===== src/rtl/core/ephc_pkg.sv =====
// Package for the ELF64 program header checker: status codes, register
// indexes, format constants and the structs passed between the front and back.
// No dependencies.
package ephc_pkg;

    // Result status codes
    typedef enum logic [3:0] {
        ST_HDR_OK      = 4'd0,
        ST_SMALL       = 4'd1,
        ST_MAGIC       = 4'd2,
        ST_CLASS       = 4'd3,
        ST_ORDER       = 4'd4,
        ST_TYPE        = 4'd5,
        ST_MACHINE     = 4'd6,
        ST_ENTSIZE     = 4'd7,
        ST_TABLE_OUT   = 4'd8,
        ST_NO_HDR      = 4'd9,
        ST_ACCEPTED    = 4'd10,
        ST_SKIPPED     = 4'd11,
        ST_BEYOND_IMG  = 4'd12,
        ST_OUT_OF_USER = 4'd13,
        ST_TABLE_FULL  = 4'd14
    } t_status;

    // Configuration register indexes
    localparam int CFG_IDX_W = 2;
    typedef enum logic [CFG_IDX_W-1:0] {
        CFG_IMAGE_SIZE = 2'd0,
        CFG_USER_LOW   = 2'd1,
        CFG_USER_HIGH  = 2'd2
    } t_cfg_idx;

    // Command codes
    localparam logic CMD_FILE_HDR = 1'b0;
    localparam logic CMD_PROG_HDR = 1'b1;

    // ELF format constants
    localparam logic [7:0]  ELF_MAG0        = 8'h7F;
    localparam logic [7:0]  ELF_MAG1        = 8'h45;  // 'E'
    localparam logic [7:0]  ELF_MAG2        = 8'h4C;  // 'L'
    localparam logic [7:0]  ELF_MAG3        = 8'h46;  // 'F'
    localparam logic [7:0]  ELF_CLASS_64BIT = 8'd2;
    localparam logic [7:0]  ELF_DATA_LSB    = 8'd1;
    localparam logic [31:0] ELF_ET_EXEC     = 32'd2;
    localparam logic [31:0] ELF_MACH_X86_64 = 32'd62;
    localparam logic [31:0] ELF_PT_LOAD     = 32'd1;
    localparam logic [23:0] HDR_MIN_BYTES   = 24'd64;
    localparam logic [15:0] PHDR_MIN_BYTES  = 16'd56;

    // Register reset values
    localparam logic [63:0] USER_LOW_RESET  = 64'h0000_0000_0040_0000;
    localparam logic [63:0] USER_HIGH_RESET = 64'h0000_0007_FFFF_F000;
    localparam logic [63:0] ALL_ONES        = 64'hFFFF_FFFF_FFFF_FFFF;

    // Configuration seen by the front
    typedef struct packed {
        logic [23:0] image_size;
        logic [63:0] user_low;
        logic [63:0] user_high;
    } t_cfg;

    // Classified request queued between front and back.
    // Header: code is the header status, addr_lo the entry point.
    // Program: code is the precheck (accepted, skipped, beyond, out of
    // user range), addr_lo/addr_hi the segment start and end.
    typedef struct packed {
        logic        is_hdr;
        logic        is_last;
        t_status     code;
        logic [63:0] addr_lo;
        logic [63:0] addr_hi;
    } t_fb_req;

    // Queue status
    typedef struct packed {
        logic empty;
        logic full;
    } t_q_stat;

endpackage


===== src/rtl/core/ephc_if.sv =====
// Channel interfaces of the ELF64 program header checker: input records,
// results and configuration writes. Depends on nothing.
interface ephc_in_if;
    logic        valid;
    logic        ready;
    logic        command;
    logic [47:0] ident;
    logic [31:0] type_code;
    logic [31:0] machine_or_flags;
    logic [63:0] table_or_seg_offset;
    logic [63:0] entry_or_vaddr;
    logic [15:0] entry_count;
    logic [15:0] entry_size;
    logic [63:0] file_bytes;
    logic [63:0] mem_bytes;
    logic        is_last;

    modport source (
        output valid, command, ident, type_code, machine_or_flags,
               table_or_seg_offset, entry_or_vaddr, entry_count, entry_size,
               file_bytes, mem_bytes, is_last,
        input  ready
    );
    modport sink (
        input  valid, command, ident, type_code, machine_or_flags,
               table_or_seg_offset, entry_or_vaddr, entry_count, entry_size,
               file_bytes, mem_bytes, is_last,
        output ready
    );
endinterface

interface ephc_out_if;
    logic        valid;
    logic        ready;
    logic [3:0]  status;
    logic [3:0]  slot_index;
    logic [4:0]  accept_count;
    logic [63:0] span_low;
    logic [63:0] span_high;
    logic [63:0] start_pc;
    logic        parse_ok;

    modport source (
        output valid, status, slot_index, accept_count, span_low,
               span_high, start_pc, parse_ok,
        input  ready
    );
    modport sink (
        input  valid, status, slot_index, accept_count, span_low,
               span_high, start_pc, parse_ok,
        output ready
    );
endinterface

interface ephc_cfg_if;
    logic        valid;
    logic        ready;
    logic [1:0]  index;
    logic [63:0] data;

    modport source (output valid, index, data, input ready);
    modport sink (input valid, index, data, output ready);
endinterface


===== src/rtl/core/ephc_front.sv =====
// Front of the checker: accepts records and classifies them against the
// configuration. Depends on ephc_pkg and ephc_in_if.
module ephc_front
    import ephc_pkg::*;
(
    ephc_in_if.sink  i_in,
    input  t_cfg     i_cfg,
    input  t_q_stat  i_q_stat,
    output logic     o_push,
    output t_fb_req  o_req
);

    logic [31:0] tbl_bytes;
    logic        off_over;
    logic [23:0] room;
    logic        tbl_over;
    logic        seg_over;
    logic [64:0] seg_sum;
    logic        addr_bad;
    t_status     hdr_code;
    t_status     prg_code;

    // Take a request whenever the queue has space
    assign i_in.ready = !i_q_stat.full;
    assign o_push     = i_in.valid && !i_q_stat.full;

    // Shared offset-in-image test; room is only meaningful when not over
    assign off_over = (i_in.table_or_seg_offset > {40'd0, i_cfg.image_size});
    assign room     = i_cfg.image_size - i_in.table_or_seg_offset[23:0];

    // Header table bounds
    assign tbl_bytes = i_in.entry_count * i_in.entry_size;
    assign tbl_over  = off_over || (tbl_bytes > {8'd0, room});

    // Segment bounds; carry out of the end address means wrap
    assign seg_over = off_over || (i_in.file_bytes > {40'd0, room});
    assign seg_sum  = {1'b0, i_in.entry_or_vaddr} + {1'b0, i_in.mem_bytes};
    assign addr_bad = seg_sum[64] || (i_in.entry_or_vaddr < i_cfg.user_low)
                      || (seg_sum[63:0] > i_cfg.user_high);

    // Header check, first failure wins
    always_comb begin
        priority if (i_cfg.image_size < HDR_MIN_BYTES) begin
            hdr_code = ST_SMALL;
        end else if (i_in.ident[7:0] != ELF_MAG0 || i_in.ident[15:8] != ELF_MAG1 ||
                     i_in.ident[23:16] != ELF_MAG2 ||
                     i_in.ident[31:24] != ELF_MAG3) begin
            hdr_code = ST_MAGIC;
        end else if (i_in.ident[39:32] != ELF_CLASS_64BIT) begin
            hdr_code = ST_CLASS;
        end else if (i_in.ident[47:40] != ELF_DATA_LSB) begin
            hdr_code = ST_ORDER;
        end else if (i_in.type_code != ELF_ET_EXEC) begin
            hdr_code = ST_TYPE;
        end else if (i_in.machine_or_flags != ELF_MACH_X86_64) begin
            hdr_code = ST_MACHINE;
        end else if (i_in.entry_size < PHDR_MIN_BYTES) begin
            hdr_code = ST_ENTSIZE;
        end else if (tbl_over) begin
            hdr_code = ST_TABLE_OUT;
        end else begin
            hdr_code = ST_HDR_OK;
        end
    end

    // Segment precheck; table-full and header state are resolved in the back
    always_comb begin
        priority if (i_in.type_code != ELF_PT_LOAD || i_in.mem_bytes == 64'd0) begin
            prg_code = ST_SKIPPED;
        end else if (seg_over) begin
            prg_code = ST_BEYOND_IMG;
        end else if (addr_bad) begin
            prg_code = ST_OUT_OF_USER;
        end else begin
            prg_code = ST_ACCEPTED;
        end
    end

    // Request to queue
    always_comb begin
        o_req.is_hdr  = (i_in.command == CMD_FILE_HDR);
        o_req.is_last = i_in.is_last;
        o_req.code    = (i_in.command == CMD_FILE_HDR) ? hdr_code : prg_code;
        o_req.addr_lo = i_in.entry_or_vaddr;
        o_req.addr_hi = seg_sum[63:0];
    end

endmodule


===== src/rtl/core/ephc_fifo.sv =====
// Two-entry queue of classified requests between front and back.
// Depends on ephc_pkg.
module ephc_fifo
    import ephc_pkg::*;
(
    input  logic     i_clk,
    input  logic     i_rst_n,
    input  logic     i_push,
    input  t_fb_req  i_req,
    input  logic     i_pop,
    output t_fb_req  o_head,
    output t_q_stat  o_stat
);

    localparam int DEPTH = 2;

    t_fb_req     r_mem [DEPTH];
    logic        r_wr_ptr, n_wr_ptr;
    logic        r_rd_ptr, n_rd_ptr;
    logic [1:0]  r_count, n_count;

    // Pointer and fill bookkeeping
    always_comb begin
        n_wr_ptr = i_push ? !r_wr_ptr : r_wr_ptr;
        n_rd_ptr = i_pop  ? !r_rd_ptr : r_rd_ptr;
        n_count  = r_count + 2'(i_push) - 2'(i_pop);
    end

    always_ff @(posedge i_clk) begin
        if (!i_rst_n) begin
            r_wr_ptr <= 1'b0;
            r_rd_ptr <= 1'b0;
            r_count  <= 2'd0;
        end else begin
            r_wr_ptr <= n_wr_ptr;
            r_rd_ptr <= n_rd_ptr;
            r_count  <= n_count;
        end
    end

    // Storage
    always_ff @(posedge i_clk) begin
        if (i_push) begin
            r_mem[r_wr_ptr] <= i_req;
        end
    end

    assign o_head       = r_mem[r_rd_ptr];
    assign o_stat.empty = (r_count == 2'd0);
    assign o_stat.full  = (r_count == 2'(DEPTH));

endmodule


===== src/rtl/core/ephc_back.sv =====
// Back of the checker: holds the running segment state, resolves each queued
// request and registers the result. Depends on ephc_pkg and ephc_out_if.
module ephc_back
    import ephc_pkg::*;
#(
    parameter int MAX_SEGMENTS = 16
) (
    input  logic      i_clk,
    input  logic      i_rst_n,
    input  t_fb_req   i_head,
    input  t_q_stat   i_q_stat,
    output logic      o_pop,
    ephc_out_if.source o_out
);

    localparam int CW = $clog2(MAX_SEGMENTS + 1);

    // Running state
    logic          r_hdr_valid, n_hdr_valid;
    logic [CW-1:0] r_count, n_count;
    logic [63:0]   r_low, n_low;
    logic [63:0]   r_high, n_high;
    logic [63:0]   r_entry, n_entry;

    // Output register
    logic        r_out_valid;
    t_status     r_status, n_status;
    logic [3:0]  r_slot, n_slot;
    logic        r_parse, n_parse;

    logic            full;
    logic [CW+4:0]   slot_ext;
    logic [CW+4:0]   cnt_ext;

    assign o_pop   = !i_q_stat.empty && (!r_out_valid || o_out.ready);
    assign full    = (r_count >= CW'(MAX_SEGMENTS));
    assign slot_ext = {5'd0, r_count};
    assign cnt_ext  = {5'd0, r_count};

    // Resolve the head request against the state
    always_comb begin
        n_hdr_valid = r_hdr_valid;
        n_count     = r_count;
        n_low       = r_low;
        n_high      = r_high;
        n_entry     = r_entry;
        n_status    = i_head.code;
        n_slot      = 4'd0;
        n_parse     = 1'b0;
        if (i_head.is_hdr) begin
            n_count     = '0;
            n_low       = ALL_ONES;
            n_high      = 64'd0;
            n_hdr_valid = (i_head.code == ST_HDR_OK);
            n_entry     = (i_head.code == ST_HDR_OK) ? i_head.addr_lo : 64'd0;
        end else if (!r_hdr_valid) begin
            n_status = ST_NO_HDR;
        end else begin
            if (full) begin
                n_status = ST_TABLE_FULL;
            end else if (i_head.code == ST_ACCEPTED) begin
                n_slot  = slot_ext[3:0];
                n_count = r_count + CW'(1);
                if (i_head.addr_lo < r_low) begin
                    n_low = i_head.addr_lo;
                end
                if (i_head.addr_hi > r_high) begin
                    n_high = i_head.addr_hi;
                end
            end
            n_parse = i_head.is_last && (n_count != '0);
        end
    end

    // State update on each pop
    always_ff @(posedge i_clk) begin
        if (!i_rst_n) begin
            r_hdr_valid <= 1'b0;
            r_count     <= '0;
            r_low       <= ALL_ONES;
            r_high      <= 64'd0;
            r_entry     <= 64'd0;
        end else if (o_pop) begin
            r_hdr_valid <= n_hdr_valid;
            r_count     <= n_count;
            r_low       <= n_low;
            r_high      <= n_high;
            r_entry     <= n_entry;
        end
    end

    // Output valid
    always_ff @(posedge i_clk) begin
        if (!i_rst_n) begin
            r_out_valid <= 1'b0;
        end else if (o_pop) begin
            r_out_valid <= 1'b1;
        end else if (o_out.ready) begin
            r_out_valid <= 1'b0;
        end
    end

    // Output payload; running fields come from the state registers
    always_ff @(posedge i_clk) begin
        if (o_pop) begin
            r_status <= n_status;
            r_slot   <= n_slot;
            r_parse  <= n_parse;
        end
    end

    assign o_out.valid        = r_out_valid;
    assign o_out.status       = r_status;
    assign o_out.slot_index   = r_slot;
    assign o_out.accept_count = cnt_ext[4:0];
    assign o_out.span_low     = r_low;
    assign o_out.span_high    = r_high;
    assign o_out.start_pc     = r_entry;
    assign o_out.parse_ok     = r_parse;

endmodule


===== src/rtl/core/elf64_program_header_checker_core.sv =====
// ELF64 program header checker. One record (file header or program header)
// is accepted per cycle while the queue has space, and one result is returned
// per record, in order, after passing the two-entry classification queue and
// the back's output register. The sustained rate of one record per cycle holds
// while the result side does not stall and is set by the back, which updates
// its state on every pop. Configuration registers are written through the
// configuration channel, which is always ready. No clearing pass after reset.
module elf64_program_header_checker_core
    import ephc_pkg::*;
#(
    parameter int MAX_SEGMENTS = 16
) (
    input  logic         i_clk,
    input  logic         i_rst_n,
    ephc_cfg_if.sink     i_cfg,
    ephc_in_if.sink      i_in,
    ephc_out_if.source   o_out
);

    logic [23:0] r_image_size;
    logic [63:0] r_user_low;
    logic [63:0] r_user_high;
    t_cfg        cfg;
    logic        push;
    logic        pop;
    t_fb_req     req;
    t_fb_req     head;
    t_q_stat     q_stat;

    // Configuration registers
    assign i_cfg.ready = 1'b1;

    always_ff @(posedge i_clk) begin
        if (!i_rst_n) begin
            r_image_size <= 24'd0;
            r_user_low   <= USER_LOW_RESET;
            r_user_high  <= USER_HIGH_RESET;
        end else if (i_cfg.valid) begin
            unique case (t_cfg_idx'(i_cfg.index))
                CFG_IMAGE_SIZE: r_image_size <= i_cfg.data[23:0];
                CFG_USER_LOW:   r_user_low   <= i_cfg.data;
                CFG_USER_HIGH:  r_user_high  <= i_cfg.data;
                default: ;
            endcase
        end
    end

    assign cfg.image_size = r_image_size;
    assign cfg.user_low   = r_user_low;
    assign cfg.user_high  = r_user_high;

    // Front: accept and classify
    ephc_front u_front (
        .i_in     (i_in),
        .i_cfg    (cfg),
        .i_q_stat (q_stat),
        .o_push   (push),
        .o_req    (req)
    );

    // Queue
    ephc_fifo u_fifo (
        .i_clk   (i_clk),
        .i_rst_n (i_rst_n),
        .i_push  (push),
        .i_req   (req),
        .i_pop   (pop),
        .o_head  (head),
        .o_stat  (q_stat)
    );

    // Back: state and results
    ephc_back #(
        .MAX_SEGMENTS (MAX_SEGMENTS)
    ) u_back (
        .i_clk    (i_clk),
        .i_rst_n  (i_rst_n),
        .i_head   (head),
        .i_q_stat (q_stat),
        .o_pop    (pop),
        .o_out    (o_out)
    );

    // An accepted request is in the queue on the next cycle
    a_push_queued: assert property (@(posedge i_clk) disable iff (!i_rst_n)
        (i_in.valid && i_in.ready) |=> !q_stat.empty)
        else $error("accepted request missing from queue");

    // An accepted segment leaves a nonempty, ordered address span
    a_accept_span: assert property (@(posedge i_clk) disable iff (!i_rst_n)
        (o_out.valid && o_out.status == ST_ACCEPTED) |->
        (o_out.accept_count != 5'd0 || MAX_SEGMENTS > 31) &&
        (o_out.span_low < o_out.span_high))
        else $error("accepted segment with bad span");

    // Without a valid header no entry point is held
    a_no_hdr_entry: assert property (@(posedge i_clk) disable iff (!i_rst_n)
        (o_out.valid && o_out.status == ST_NO_HDR) |-> (o_out.start_pc == 64'd0))
        else $error("entry point held without valid header");

endmodule


===== src/flat_wrapper.sv =====
// flat-port wrapper written by rule: the top's interface ports become plain ports
module elf64_program_header_checker_core_flat import ephc_pkg::*;
#(
    parameter int MAX_SEGMENTS = 16
)
  (i_clk, i_rst_n, i_cfg_valid, i_cfg_index, i_cfg_data, i_cfg_ready, i_in_valid, i_in_command, i_in_ident, i_in_type_code, i_in_machine_or_flags, i_in_table_or_seg_offset, i_in_entry_or_vaddr, i_in_entry_count, i_in_entry_size, i_in_file_bytes, i_in_mem_bytes, i_in_is_last, i_in_ready, o_out_valid, o_out_status, o_out_slot_index, o_out_accept_count, o_out_span_low, o_out_span_high, o_out_start_pc, o_out_parse_ok, o_out_ready);
  ephc_cfg_if i_cfg_i ();
  ephc_in_if i_in_i ();
  ephc_out_if o_out_i ();
  input  logic i_clk;
  input  logic i_rst_n;
  input wire logic [$bits(i_cfg_i.valid)-1:0] i_cfg_valid;
  input wire logic [$bits(i_cfg_i.index)-1:0] i_cfg_index;
  input wire logic [$bits(i_cfg_i.data)-1:0] i_cfg_data;
  output wire logic [$bits(i_cfg_i.ready)-1:0] i_cfg_ready;
  input wire logic [$bits(i_in_i.valid)-1:0] i_in_valid;
  input wire logic [$bits(i_in_i.command)-1:0] i_in_command;
  input wire logic [$bits(i_in_i.ident)-1:0] i_in_ident;
  input wire logic [$bits(i_in_i.type_code)-1:0] i_in_type_code;
  input wire logic [$bits(i_in_i.machine_or_flags)-1:0] i_in_machine_or_flags;
  input wire logic [$bits(i_in_i.table_or_seg_offset)-1:0] i_in_table_or_seg_offset;
  input wire logic [$bits(i_in_i.entry_or_vaddr)-1:0] i_in_entry_or_vaddr;
  input wire logic [$bits(i_in_i.entry_count)-1:0] i_in_entry_count;
  input wire logic [$bits(i_in_i.entry_size)-1:0] i_in_entry_size;
  input wire logic [$bits(i_in_i.file_bytes)-1:0] i_in_file_bytes;
  input wire logic [$bits(i_in_i.mem_bytes)-1:0] i_in_mem_bytes;
  input wire logic [$bits(i_in_i.is_last)-1:0] i_in_is_last;
  output wire logic [$bits(i_in_i.ready)-1:0] i_in_ready;
  output wire logic [$bits(o_out_i.valid)-1:0] o_out_valid;
  output wire logic [$bits(o_out_i.status)-1:0] o_out_status;
  output wire logic [$bits(o_out_i.slot_index)-1:0] o_out_slot_index;
  output wire logic [$bits(o_out_i.accept_count)-1:0] o_out_accept_count;
  output wire logic [$bits(o_out_i.span_low)-1:0] o_out_span_low;
  output wire logic [$bits(o_out_i.span_high)-1:0] o_out_span_high;
  output wire logic [$bits(o_out_i.start_pc)-1:0] o_out_start_pc;
  output wire logic [$bits(o_out_i.parse_ok)-1:0] o_out_parse_ok;
  input wire logic [$bits(o_out_i.ready)-1:0] o_out_ready;
  assign i_cfg_i.valid = i_cfg_valid;
  assign i_cfg_i.index = i_cfg_index;
  assign i_cfg_i.data = i_cfg_data;
  assign i_cfg_ready = i_cfg_i.ready;
  assign i_in_i.valid = i_in_valid;
  assign i_in_i.command = i_in_command;
  assign i_in_i.ident = i_in_ident;
  assign i_in_i.type_code = i_in_type_code;
  assign i_in_i.machine_or_flags = i_in_machine_or_flags;
  assign i_in_i.table_or_seg_offset = i_in_table_or_seg_offset;
  assign i_in_i.entry_or_vaddr = i_in_entry_or_vaddr;
  assign i_in_i.entry_count = i_in_entry_count;
  assign i_in_i.entry_size = i_in_entry_size;
  assign i_in_i.file_bytes = i_in_file_bytes;
  assign i_in_i.mem_bytes = i_in_mem_bytes;
  assign i_in_i.is_last = i_in_is_last;
  assign i_in_ready = i_in_i.ready;
  assign o_out_valid = o_out_i.valid;
  assign o_out_status = o_out_i.status;
  assign o_out_slot_index = o_out_i.slot_index;
  assign o_out_accept_count = o_out_i.accept_count;
  assign o_out_span_low = o_out_i.span_low;
  assign o_out_span_high = o_out_i.span_high;
  assign o_out_start_pc = o_out_i.start_pc;
  assign o_out_parse_ok = o_out_i.parse_ok;
  assign o_out_i.ready = o_out_ready;
  elf64_program_header_checker_core #(.MAX_SEGMENTS(MAX_SEGMENTS)) u_core (.i_clk(i_clk), .i_rst_n(i_rst_n), .i_cfg(i_cfg_i), .i_in(i_in_i), .o_out(o_out_i));
endmodule

===== config.mk =====
export PLATFORM = sky130hd
export DESIGN_NAME = elf64_program_header_checker_core_flat
export DESIGN_NICKNAME = d
export VERILOG_FILES = /design/src/rtl/core/ephc_pkg.sv /design/src/rtl/core/ephc_if.sv /design/src/rtl/core/ephc_front.sv /design/src/rtl/core/ephc_fifo.sv /design/src/rtl/core/ephc_back.sv /design/src/rtl/core/elf64_program_header_checker_core.sv /design/src/flat_wrapper.sv
export SDC_FILE = /design/constraint.sdc
export NUM_CORES = 2
export LEC_CHECK = 0
export ABC_AREA = 1
export BUFFER_PORTS_ARGS = -buffer_cell sky130_fd_sc_hd__buf_4
export CAP_MARGIN = 0
export CORE_ASPECT_RATIO = 0.6
export CORE_MARGIN = 8
export CORE_UTILIZATION = 37
export DETAILED_ROUTE_END_ITERATION = 7
export GPL_ROUTABILITY_DRIVEN = 1
export HOLD_SLACK_MARGIN = 0.15
export PLACE_DENSITY = 0.57
export SKIP_CTS_REPAIR_TIMING = 1
export SLEW_MARGIN = 30
export SYNTH_ARGS = -nofsm -noshare
export SYNTH_HDL_FRONTEND = slang
export SYNTH_SLANG_ARGS = --single-unit

===== constraint.sdc =====
create_clock -name i_clk -period 7.1 [get_ports i_clk]
set_clock_uncertainty 0.05 [all_clocks]
set_input_delay 1.065 -clock i_clk [delete_from_list [all_inputs] [get_ports i_clk]]
set_output_delay 1.065 -clock i_clk [all_outputs]
set_load 0.005 [all_outputs]

==> flow_metrics.tcl <==
set metrics [dict create \
    clkPwrFrac_pct 13.1 \
    numPortBuffers 680 \
    fmax_ghz 0.142 \
    outcome "finished, final reports clean" \
    antenna_found_initial 31 \
    synth.distinct_cells 49 \
    cts_made_buffers 69 \
    nets 8007 \
    areaGrowthSynthToFinish_pct 23.9 \
    min_period_ns 7.04 \
    power.density_nw_per_um2 478 \
    p_switching_mw 13.2 \
    dpl.hpwl_um 158000 \
    drt_wl_total_um 194000 \
    final-setup-viol-count 0 \
    die_area_um2 139000 \
    slew-limit-headroom_pct 27.4 \
    clockBufferDepth 3 \
    synth_most_common_cell "nand2_1" \
    dr.pass1.iters 6 \
    ys_ff_latch 633 \
    whs_ns 0.397 \
    reg2regPathDepth 29 \
    yosys-top-cells-area "edfxtp_1, dfxtp_1, ha_1, nand2_1, fa_1" \
    cts_tree "done" \
    synth_top_area_share_pct 17.7 \
    grt_usage_pct 26.6 \
    clk_pin_slew_ns 0.06 \
    required_ns 7.45 \
    synth_edf_count 277 \
    place_ws_ns -0.889 \
    hold_depth 1 \
    intPower_mw 14.6 \
    p_comb_share_pct 69.8 \
    num_io_pins 682 \
    synth.avg_cell_area_um2 7.72 \
    htree_levels 3 \
    synth_ff_type "dfxtp_1" \
    max_stage_delay_ns 0.61 \
    avgViaCountPerCell 5.12 \
    p_leak_nw 28.0 \
    grt_pass1_wl_um 277000 \
    grt_max_degree 127 \
    die_w_um 475 \
    hold_class "reg2reg" \
    drt_iter0_drc 4201 \
    drc_errors 0 \
    irDropWorstVdd_mv 0.890 \
    fin_ws_ns 0.0633 \
    globalRouteMet1Util_pct 41.1 \
    critPathKind "in2reg" \
    drv_slew 0 \
    grt_util_met3_pct 6.49 \
    rsz0062_at_grt "yes" \
    finalSetupTns_ns 0 \
    end_kind "flop" \
    worst_path_max_delay_cell "fa_2" \
    synthArstFlopShare_pct 0 \
    switching_share_pct 47.5 \
    crit_fanout 7 \
    use_met2_pct 37.0 \
    insertion_delay_ns 0.68 \
    gr-total-overflow 0 \
    post-route-period-util_pct 99.1 \
    worstSetupStartpointType "primary input" \
    syn_nets 7259 \
    num_vias 43980 \
    syn_inst 6069 \
    cts_sinks 633 \
    core_um2 126000 \
    finalHoldViolCount 0 \
    avgRoutedWirePerCell_um 22.6 \
    grt.busiest_layer "met1" \
    synthTopCellsByCount "nand2_1, inv_1, a21oi_1" \
    drive_gt1_share_pct 17.9 \
    fin_util_pct 46.0 \
    grt_pass1_vias 41155 \
    synthesis.area_um2 46900 \
    gp_congestion 0.995 \
    start_util_pct 37.2 \
    design_area_um2 58000 \
    cts-root-buf "clkbuf_16" \
    drv_cap 0 \
    yosysSeqAreaShare_pct 33.0 \
    crit_top_cell "fa_1" \
    rows 101 \
    yosysTopAreaCell "edfxtp_1" \
    worst_pin_slew_ns 1.08 \
    cp.arrival_ns 7.39 \
    die_h_um 292 \
    place_area_um2 54900 \
    yosysWarnings 0 \
    pwr-share-seq_pct 17.1 \
    ant_nets 0 \
]
-- worst paths after layout --
check	from	to	slack, ns
worst max register to register	u_core.r_image_size[0]	u_core.u_fifo.r_mem[0][130]	2.19
worst min-delay path	u_core.u_fifo.r_rd_ptr	flop	0.40
worst min register to register	u_core.u_fifo.r_rd_ptr	flop	0.40
worst max-delay path	i_in_entry_count[10]	u_core.u_fifo.r_mem[1][131]	0.06
-- through the flow --
step	total power [mW]	cells
2_1_floorplan	13.7	6069
3_3_place_gp	21.4	8430
3_5_place_dp	21.4	8430
4_1_cts	25.2	8558
5_1_grt	29.9	8580
6_report	27.8	8582
-- state kept, by name (all words and copies together), names as in the netlist, 2 cells and up, named ones only --
name	count
u_core.u_back.o_out.accept_count	5
u_core.u_fifo.r_count	2
u_core.u_back.o_out.start_pc	64
u_core.u_back.o_out.slot_index	4
u_core.u_back.o_out.span_high	64
u_core.r_user_high	64
u_core.u_fifo.r_mem	268
u_core.r_image_size	24
u_core.u_back.o_out.span_low	64
u_core.u_back.o_out.status	4
u_core.r_user_low	64
-- cell families (layout without fill, tap and decap cells) --
group | Yosys count | count (layout) | share of synthesized area (%)
AND/OR/NAND/NOR | 2375 | 2375 | 21.0
flip-flops | 633 | 633 | 33.0
multiplexers | 2 | 2 | 0.0427
buffers and inverters | 1215 | 2020 | 10.2
adder cells (fa/ha/maj) | 717 | 717 | 22.3
other | 1 | 10 | 0.00800
AO/OA/AOI/OAI | 1020 | 1020 | 11.6
XOR/XNOR | 106 | 106 | 1.98
-- placed cells by master (no fill, tap or decap), drive strengths merged, types with 9 or more instances in the layout --
cell type	synthesis	routed
clkinv	1	28
ha	521	521
nor3	35	35
or2	68	68
dfxtp	356	356
a21o	19	19
xor2	72	72
a21oi	566	566
inv	974	978
xnor2	34	34
nand2	1467	1467
clkbuf	165	91
o21ai	328	328
nand4	52	52
edfxtp	277	277
o21a	14	14
nor4	56	56
a31oi	22	22
o211ai	33	33
nor2	380	380
fa	196	196
buf	75	915
nand3	303	303
o21bai	19	19
diode	0	9
-- critical path, delay by kind of cell --
family          cells  cell delay [ns]
fa+ha+maj           8             3.69
simple gates       11             1.15
buf+inv             7             0.74
compound gates      4             0.56
xor+xnor            1             0.17
-- final cells by class --
class                           instances  area (µm²)
Clock inverter                         39         389
Multi-Input combinational cell       4221       27400
Clock buffer                           89        1830
Fill cell                           12818       68100
Timing Repair Buffer                  917        7200
Sequential cell                       633       15400
Inverter                              975        3660
Antenna cell                            9        22.5
Tap cell                             1699        2130
-- power by group through the flow --
stage                     clock, mW  sequential (mW)  combinational (mW)
final                          3.63             4.74                19.4
after global routing           3.86             4.80                21.2
after CTS                      3.71             4.74                16.7
after detailed placement          0             4.81                16.6
after global placement            0             4.81                16.6
after floorplan                   0             4.76                8.94
-- per-layer routing --
| layer | vias to the layer above | share of wire, % |
|---|---|---|
| li1 | 21161 | - |
| met1 | 20870 | 48 |
| met2 | 1700 | 40 |
| met3 | 229 | 9.5 |
| met4 | 20 | 2.4 |
| met5 | - | 0.060 |
Power figures use the tool's default switching activity.
